`config.mk`:
```
export PLATFORM = sky130hd
export DESIGN_NAME = two_input_edge_skew_timer_core
export DESIGN_NICKNAME = d
export VERILOG_FILES = /design/src/rtl/ests_pkg.sv /design/src/rtl/ests_front.sv /design/src/rtl/ests_queue.sv /design/src/rtl/ests_back.sv /design/src/rtl/two_input_edge_skew_timer_core.sv
export SDC_FILE = /design/constraint.sdc
export NUM_CORES = 1
export LEC_CHECK = 0
export BUFFER_PORTS_ARGS = -buffer_cell sky130_fd_sc_hd__buf_2
export CELL_PAD_IN_SITES_DETAIL_PLACEMENT = 2
export CELL_PAD_IN_SITES_GLOBAL_PLACEMENT = 2
export CORE_UTILIZATION = 41
export DETAILED_ROUTE_END_ITERATION = 10
export PLACE_DENSITY = 0.93
export SLEW_MARGIN = 40
export SYNTH_ARGS = -nofsm -noshare
export SYNTH_HDL_FRONTEND = slang
export SYNTH_SLANG_ARGS = --single-unit
```
`constraint.sdc`:
```
create_clock -name i_clk -period 14.32 [get_ports i_clk]
set_input_delay 2.148 -clock i_clk [delete_from_list [all_inputs] [get_ports i_clk]]
set_output_delay 2.148 -clock i_clk [all_outputs]
set_load 0.05 [all_outputs]
```
`src/rtl/ests_pkg.sv`:
```
`timescale 1ns / 1ps

package ests_pkg;

    // Tick counter width; ticks arrive on 32-bit fields.
    localparam int TICK_BITS = 32;
    localparam int TICK_W    = (TICK_BITS < 32) ? TICK_BITS : 32;

    typedef logic [TICK_W-1:0] t_tick;

    // Order code bit positions: a set bit means B was not the later one.
    localparam int ORDER_FALL_BIT = 1;
    localparam int ORDER_RISE_BIT = 0;

    // Result queue between front and back.
    localparam int Q_DEPTH = 2;
    localparam int Q_PTR_W = (Q_DEPTH > 1) ? $clog2(Q_DEPTH) : 1;
    localparam int Q_CNT_W = $clog2(Q_DEPTH + 1);

    typedef struct packed {
        logic        fall_a;
        logic        fall_b;
        logic        rise_a;
        logic        rise_b;
        logic [31:0] fall_time_a;
        logic [31:0] fall_time_b;
        logic [31:0] rise_time_a;
        logic [31:0] rise_time_b;
    } t_in;

    typedef struct packed {
        logic [31:0] fall_gap;
        logic [31:0] rise_gap;
        logic [31:0] total_time;
        logic [1:0]  order_code;
    } t_out;

    // Finished measurement handed from front to back.
    typedef struct packed {
        t_tick       fall_gap;
        t_tick       rise_gap;
        logic [1:0]  order_code;
    } t_meas;

    typedef enum logic [2:0] {
        PH_IDLE        = 3'd0,
        PH_WAIT_FALL_A = 3'd1,
        PH_WAIT_FALL_B = 3'd2,
        PH_WAIT_RISE   = 3'd3,
        PH_WAIT_RISE_A = 3'd4,
        PH_WAIT_RISE_B = 3'd5
    } t_phase;

    function automatic logic [31:0] tick_to_out(t_tick v);
        return 32'(v);
    endfunction

    function automatic logic [31:0] tick_sum(t_tick a, t_tick b);
        t_tick s;
        s = a + b;
        return 32'(s);
    endfunction

endpackage

```
`src/rtl/ests_front.sv`:
```
`timescale 1ns / 1ps

module ests_front (
    input  logic           i_clk,
    input  logic           i_rst_n,
    input  logic           i_in_valid,
    output logic           o_in_ready,
    input  ests_pkg::t_in  i_in_data,
    output logic           o_push_valid,
    input  logic           i_push_ready,
    output ests_pkg::t_meas o_push_data
);

    ests_pkg::t_phase r_phase, n_phase;
    ests_pkg::t_tick  r_fall_a, n_fall_a, r_fall_b, n_fall_b;
    ests_pkg::t_tick  r_rise_a, n_rise_a, r_rise_b, n_rise_b;
    ests_pkg::t_tick  r_gap_fall, n_gap_fall, r_gap_rise, n_gap_rise;

    ests_pkg::t_tick  tfa, tfb, tra, trb;
    logic             accept;
    logic             emit;

    assign tfa = i_in_data.fall_time_a[ests_pkg::TICK_W-1:0];
    assign tfb = i_in_data.fall_time_b[ests_pkg::TICK_W-1:0];
    assign tra = i_in_data.rise_time_a[ests_pkg::TICK_W-1:0];
    assign trb = i_in_data.rise_time_b[ests_pkg::TICK_W-1:0];

    // Stall only when the queue cannot take a possible result.
    assign o_in_ready = i_push_ready;
    assign accept     = i_in_valid && i_push_ready;

    always_comb begin
        n_phase    = r_phase;
        n_fall_a   = r_fall_a;
        n_fall_b   = r_fall_b;
        n_rise_a   = r_rise_a;
        n_rise_b   = r_rise_b;
        n_gap_fall = r_gap_fall;
        n_gap_rise = r_gap_rise;
        emit       = 1'b0;
        if (accept) begin
            unique case (r_phase)
                ests_pkg::PH_WAIT_FALL_A: begin
                    if (i_in_data.rise_b) begin
                        n_phase = ests_pkg::PH_IDLE;
                    end else if (i_in_data.fall_a) begin
                        n_fall_a   = tfa;
                        n_gap_fall = tfa - r_fall_b;
                        n_phase    = ests_pkg::PH_WAIT_RISE;
                    end
                end
                ests_pkg::PH_WAIT_FALL_B: begin
                    if (i_in_data.rise_a) begin
                        n_phase = ests_pkg::PH_IDLE;
                    end else if (i_in_data.fall_b) begin
                        n_fall_b   = tfb;
                        n_gap_fall = tfb - r_fall_a;
                        n_phase    = ests_pkg::PH_WAIT_RISE;
                    end
                end
                ests_pkg::PH_WAIT_RISE: begin
                    if (i_in_data.fall_a || i_in_data.fall_b) begin
                        n_phase = ests_pkg::PH_IDLE;
                    end else if (i_in_data.rise_a && i_in_data.rise_b) begin
                        n_rise_a   = tra;
                        n_rise_b   = trb;
                        n_gap_rise = '0;
                        n_phase    = ests_pkg::PH_IDLE;
                        emit       = 1'b1;
                    end else if (i_in_data.rise_a) begin
                        n_rise_a = tra;
                        n_phase  = ests_pkg::PH_WAIT_RISE_B;
                    end else if (i_in_data.rise_b) begin
                        n_rise_b = trb;
                        n_phase  = ests_pkg::PH_WAIT_RISE_A;
                    end
                end
                ests_pkg::PH_WAIT_RISE_A: begin
                    if (i_in_data.fall_b) begin
                        n_phase = ests_pkg::PH_IDLE;
                    end else if (i_in_data.rise_a) begin
                        n_rise_a   = tra;
                        n_gap_rise = tra - r_rise_b;
                        n_phase    = ests_pkg::PH_IDLE;
                        emit       = 1'b1;
                    end
                end
                ests_pkg::PH_WAIT_RISE_B: begin
                    if (i_in_data.fall_a) begin
                        n_phase = ests_pkg::PH_IDLE;
                    end else if (i_in_data.rise_b) begin
                        n_rise_b   = trb;
                        n_gap_rise = trb - r_rise_a;
                        n_phase    = ests_pkg::PH_IDLE;
                        emit       = 1'b1;
                    end
                end
                default: begin
                    // idle: wipe the previous measurement first
                    n_fall_a   = '0;
                    n_fall_b   = '0;
                    n_rise_a   = '0;
                    n_rise_b   = '0;
                    n_gap_fall = '0;
                    n_gap_rise = '0;
                    if (i_in_data.fall_a && i_in_data.fall_b) begin
                        n_fall_a = tfa;
                        n_fall_b = tfb;
                        n_phase  = ests_pkg::PH_WAIT_RISE;
                    end else if (i_in_data.fall_a) begin
                        n_fall_a = tfa;
                        n_phase  = ests_pkg::PH_WAIT_FALL_B;
                    end else if (i_in_data.fall_b) begin
                        n_fall_b = tfb;
                        n_phase  = ests_pkg::PH_WAIT_FALL_A;
                    end else begin
                        n_phase = ests_pkg::PH_IDLE;
                    end
                end
            endcase
        end
    end

    assign o_push_valid           = emit;
    assign o_push_data.fall_gap   = r_gap_fall;
    assign o_push_data.rise_gap   = n_gap_rise;
    assign o_push_data.order_code[ests_pkg::ORDER_FALL_BIT] = !(r_fall_b > r_fall_a);
    assign o_push_data.order_code[ests_pkg::ORDER_RISE_BIT] = !(n_rise_b > n_rise_a);

    always_ff @(posedge i_clk) begin
        if (!i_rst_n) begin
            r_phase    <= ests_pkg::PH_IDLE;
            r_fall_a   <= '0;
            r_fall_b   <= '0;
            r_rise_a   <= '0;
            r_rise_b   <= '0;
            r_gap_fall <= '0;
            r_gap_rise <= '0;
        end else begin
            r_phase    <= n_phase;
            r_fall_a   <= n_fall_a;
            r_fall_b   <= n_fall_b;
            r_rise_a   <= n_rise_a;
            r_rise_b   <= n_rise_b;
            r_gap_fall <= n_gap_fall;
            r_gap_rise <= n_gap_rise;
        end
    end

endmodule

```
`src/rtl/ests_queue.sv`:
```
`timescale 1ns / 1ps

module ests_queue (
    input  logic            i_clk,
    input  logic            i_rst_n,
    input  logic            i_push_valid,
    output logic            o_push_ready,
    input  ests_pkg::t_meas i_push_data,
    output logic            o_pop_valid,
    input  logic            i_pop_ready,
    output ests_pkg::t_meas o_pop_data
);

    ests_pkg::t_meas                  r_mem [ests_pkg::Q_DEPTH];
    logic [ests_pkg::Q_PTR_W-1:0]     r_wptr, n_wptr, r_rptr, n_rptr;
    logic [ests_pkg::Q_CNT_W-1:0]     r_count, n_count;
    logic                             push, pop;

    assign o_push_ready = (r_count != ests_pkg::Q_CNT_W'(ests_pkg::Q_DEPTH));
    assign o_pop_valid  = (r_count != '0);
    assign o_pop_data   = r_mem[r_rptr];

    assign push = i_push_valid && o_push_ready;
    assign pop  = o_pop_valid && i_pop_ready;

    always_comb begin
        n_wptr  = r_wptr;
        n_rptr  = r_rptr;
        n_count = r_count;
        if (push) begin
            n_wptr = (r_wptr == ests_pkg::Q_PTR_W'(ests_pkg::Q_DEPTH - 1)) ? '0 : r_wptr + 1'b1;
        end
        if (pop) begin
            n_rptr = (r_rptr == ests_pkg::Q_PTR_W'(ests_pkg::Q_DEPTH - 1)) ? '0 : r_rptr + 1'b1;
        end
        if (push && !pop) begin
            n_count = r_count + 1'b1;
        end else if (pop && !push) begin
            n_count = r_count - 1'b1;
        end
    end

    always_ff @(posedge i_clk) begin
        if (push) begin
            r_mem[r_wptr] <= i_push_data;
        end
    end

    always_ff @(posedge i_clk) begin
        if (!i_rst_n) begin
            r_wptr  <= '0;
            r_rptr  <= '0;
            r_count <= '0;
        end else begin
            r_wptr  <= n_wptr;
            r_rptr  <= n_rptr;
            r_count <= n_count;
        end
    end

endmodule

```
`src/rtl/ests_back.sv`:
```
`timescale 1ns / 1ps

module ests_back (
    input  logic            i_clk,
    input  logic            i_rst_n,
    input  logic            i_pop_valid,
    output logic            o_pop_ready,
    input  ests_pkg::t_meas i_pop_data,
    output logic            o_out_valid,
    input  logic            i_out_ready,
    output ests_pkg::t_out  o_out_data
);

    logic            r_valid;
    ests_pkg::t_out  r_data;
    logic            load;

    // Output register refills as it drains.
    assign o_pop_ready = !r_valid || i_out_ready;
    assign load        = i_pop_valid && o_pop_ready;

    always_ff @(posedge i_clk) begin
        if (!i_rst_n) begin
            r_valid <= 1'b0;
        end else if (o_pop_ready) begin
            r_valid <= i_pop_valid;
        end
    end

    always_ff @(posedge i_clk) begin
        if (load) begin
            r_data.fall_gap   <= ests_pkg::tick_to_out(i_pop_data.fall_gap);
            r_data.rise_gap   <= ests_pkg::tick_to_out(i_pop_data.rise_gap);
            r_data.total_time <= ests_pkg::tick_sum(i_pop_data.fall_gap, i_pop_data.rise_gap);
            r_data.order_code <= i_pop_data.order_code;
        end
    end

    assign o_out_valid = r_valid;
    assign o_out_data  = r_data;

endmodule

```
`src/rtl/two_input_edge_skew_timer_core.sv`:
```
`timescale 1ns / 1ps

// Two-input edge skew timer. Each input transaction is one debounced edge
// event for inputs A and B (falling/rising flags plus a timestamp per edge).
// The block measures the skew between the falling edges of A and B, then
// between their rising edges; an edge that does not fit the current phase is
// either ignored or aborts the measurement, which sends the machine back to
// idle, where the stored ticks are cleared. When the second rising edge
// lands, one output transaction carries both gaps, their sum and a two-bit
// order code (bit 1 set: B did not fall later; bit 0 set: B did not rise
// later). Gaps and sum wrap modulo 2^TICK_BITS. Events that do not complete
// a measurement give no output. Throughput is one event per clock while the
// result queue has room: the front state machine decides each event as it
// is accepted. A result is written into the result queue at the accepting
// edge, then moved to the output register once that register is free. The
// input stalls only while the two-entry result queue is full, i.e. when the
// consumer has held off for a while.

module two_input_edge_skew_timer_core (
    input  logic           i_clk,
    input  logic           i_rst_n,
    input  logic           i_in_valid,
    output logic           o_in_ready,
    input  ests_pkg::t_in  i_in_data,
    output logic           o_out_valid,
    input  logic           i_out_ready,
    output ests_pkg::t_out o_out_data
);

    // front -> queue
    logic            push_valid, push_ready;
    ests_pkg::t_meas push_data;
    // queue -> back
    logic            pop_valid, pop_ready;
    ests_pkg::t_meas pop_data;

    // Phase machine: classifies each event, keeps ticks, forms gaps/code.
    ests_front u_front (
        .i_clk        (i_clk),
        .i_rst_n      (i_rst_n),
        .i_in_valid   (i_in_valid),
        .o_in_ready   (o_in_ready),
        .i_in_data    (i_in_data),
        .o_push_valid (push_valid),
        .i_push_ready (push_ready),
        .o_push_data  (push_data)
    );

    // Short decoupling queue so a briefly stalled consumer does not stop the front.
    ests_queue u_queue (
        .i_clk        (i_clk),
        .i_rst_n      (i_rst_n),
        .i_push_valid (push_valid),
        .o_push_ready (push_ready),
        .i_push_data  (push_data),
        .o_pop_valid  (pop_valid),
        .i_pop_ready  (pop_ready),
        .o_pop_data   (pop_data)
    );

    // Sum of gaps and registered output transaction.
    ests_back u_back (
        .i_clk       (i_clk),
        .i_rst_n     (i_rst_n),
        .i_pop_valid (pop_valid),
        .o_pop_ready (pop_ready),
        .i_pop_data  (pop_data),
        .o_out_valid (o_out_valid),
        .i_out_ready (i_out_ready),
        .o_out_data  (o_out_data)
    );

endmodule

```
==> out/qor.csv <==
metric,value,unit
dpl.hpwl,79.4,mm
drive_above_1_share,0.155,
antenna_found_initial,7,
crit_required,14.79,ns
critical-path-slowest-cell,nor2_1,
rsz0062_at_grt,false,
insertion_delay,0.67,ns
yosysTopAreaCell,edfxtp_1,
netlist_area,25500,µm²
seq_area_frac_synth,0.428,
dp.cells,3652,
final.setup_skew,0.0659,ns
cpMostUsedCell,a21o_1,
power_density,170,nW/µm²
netSwitchingPower,2.16,mW
cts_tree,yes,
clk_pin_slew,0.06,ns
power.total,5.00,mW
cts_setup_buffers,0,
grt_max_degree,83,
rows,91,
die_area,63300,µm²
drt-total-wl,121,mm
drt_pass1_iterations,5,
vias_per_cell,6.52,
setup_viol,0,
tns,0,ns
syn_avg_cell_area,9.60,µm²
track_usage,0.377,
crit_type,in2reg,
hp-class,reg2reg,
synthFlopType,edfxtp_1,
final_hold_viol_count,0,
crit_chain,buf_2 > nor2b_1 > nand2_1 > nor2_1 > a21oi_1 > nor2_2 > buf_4 > a22o_1 > ha_1 > a21o_1 > a21o_1 > a21o_1 > a21o_1 > a21o_1 > a21o_1 > a21oi_1 > o31ai_1 > o21ai_0,
critPathMaxFanout,32,
grt_pass1_vias,26938,
cts_resized,0,
async_flop_share,0,
synthToLayoutAreaGrowth,15.2,%
clock-sinks,431,
final-max-slew-violation-count,0,
internal-power,2.85,mW
fmax,168,MHz
syn_inst,2660,
ir_drop,0.000110,V
p_leak,11.1,nW
seq_area,10900,µm²
synth_fp_nets,3021,
die_y,252,µm
drt_iter0_drc,1984,
cp-end-kind,flip-flop,
start_util,0.415,
ys_seq_elements,431,
period_share,0.415,
synthTopCellsByArea,"edfxtp_1 (27%), dfxtp_1 (16%), ha_1 (11%), a21oi_1 (5.1%), nand2_1 (2.8%)",
num-nets-final,3228,
cts_buffer_depth,3,
synth_edf_count,230,
yosysUniqueCellTypes,87,
port_buffers,235,
start_kind,input pin,
wl_per_cell,32.3,µm
outcome,"finished, final reports clean",
n_fill_cell,6412,
drc,0,
layout.cells.non_filler,3748,
cts_hold_buffers,0,
ant_nets,0,
period_minus_slack,5.95,ns
multi_input_area,13700,µm²
cts-htree-levels,2,
comb_power_share,0.378,
core_area,61600,µm²
cts_made_buffers,50,
maxCapViolCount,0,
seq_power_share,0.336,
layout_common_cells,"a21oi_1 (262), buf_2 (235), edfxtp_1 (230)",
ys_warn_count,0,
root_buffer,clkbuf_16,
clkPwrFrac,0.286,
pin_count,236,
place_congestion,0.907,
synth_top_area_frac,0.270,
hold_ws,0.458,ns
grt_pass1_wl,179,mm
die_w,252,µm
p_sw_frac,0.431,
slowest_delay,0.44,ns
critical_path_arrival,6.42,ns
vias,24422,
worstMarginPinSlew,0.946,ns
maxSlewHeadroom,0.363,
grt_overflow,0,
final_common_cell,a21oi_1,
-- power by group through the flow --
stage | clock (mW) | sequential [mW] | combinational (mW)
after floorplan | 0 | 2.03 | 0.832
after global placement | 0 | 1.67 | 1.64
after detailed placement | 0 | 1.69 | 1.78
after CTS | 1.43 | 1.68 | 1.85
after global routing | 1.47 | 1.69 | 1.96
final | 1.43 | 1.68 | 1.89
-- cell families after synthesis --
family | after synthesis | synth area share
DFF | 431 | 0.428
and+or+nand+nor | 710 | 0.134
muxes | 77 | 0.0333
adders and majority gates | 225 | 0.112
xor gates and xnor gates | 106 | 0.0369
buffers and inverters | 279 | 0.0417
AOI/OAI and AO/OA | 832 | 0.215
-- critical path, delay by kind of cell --
| kind | cells | cell delay (ns) |
|---|---|---|
| buffers and inverters | 2 | 0.55 |
| and+or+nand+nor | 4 | 1.21 |
| adders and majority gates | 1 | 0.27 |
| AOI/OAI and AO/OA | 11 | 2.17 |
-- cell type report --
type,count,area share
Multi-Input combinational cell,1950,0.464
Sequential cell,431,0.371
Timing Repair Buffer,255,0.0464
Clock buffer,61,0.0456
Tap cell,837,0.0356
Inverter,179,0.0231
Clock inverter,33,0.0139
Antenna cell,2,0.000170
-- path summary, 6_finish.rpt --
check | startpoint | to | slack (ns) | cells past startpoint
worst min-delay path | u_front.r_fall_a[18] | u_front.r_fall_a[18] | 0.46 | 2
worst max register to register | flip-flop | u_back.o_out_data[33] | 9.06 | 13
worst min register to register | u_front.r_fall_a[18] | u_front.r_fall_a[18] | 0.46 | 2
worst max-delay path | i_in_data[131] | u_queue.r_mem[1][0] | 8.37 | 18
-- metal layers --
| layer | routed length (µm) | vias up | global-route usage |
|---|---|---|---|
| li1 | - | 10220 | - |
| met1 | 44600 | 12367 | 0.416 |
| met2 | 59100 | 1279 | 0.657 |
| met3 | 8230 | 548 | 0.0732 |
| met4 | 9260 | 8 | 0.255 |
| met5 | 51 | - | 0 |
-- per-stage QoR --
step	cell area (µm²)	utilization	worst slack, ns
floorplan	25500	-	6.76
global placement	27600	0.448	8.38
detailed placement	27700	0.449	8.06
CTS	29400	0.477	8.50
global route	29400	0.478	8.23
finish	29400	0.478	8.37
-- synthesized netlist by cell type (68+ instances only) --
master    count
clkbuf_1     83
nor2_1      163
a21o_1       79
nand3_1      96
nand2_1     193
ha_1        220
o21ai_0     131
a21oi_1     262
dfxtp_1     201
inv_1       179
xnor2_1      68
edfxtp_1    230
-- flip-flops by register name, indices dropped and copies added (netlist names), named ones only --
signal	count
u_queue.r_mem	132
u_back.o_out_data	98
u_front.r_fall_a	32
u_front.r_fall_b	32
u_front.r_gap_fall	32
u_front.r_gap_rise	32
u_front.r_rise_a	32
u_front.r_rise_b	32
u_front.r_phase	3
u_queue.r_count	2
u_back.o_out_valid	1
u_queue.r_rptr	1
u_queue.r_wptr	1
No activity file was read; power rests on OpenSTA's default activity.
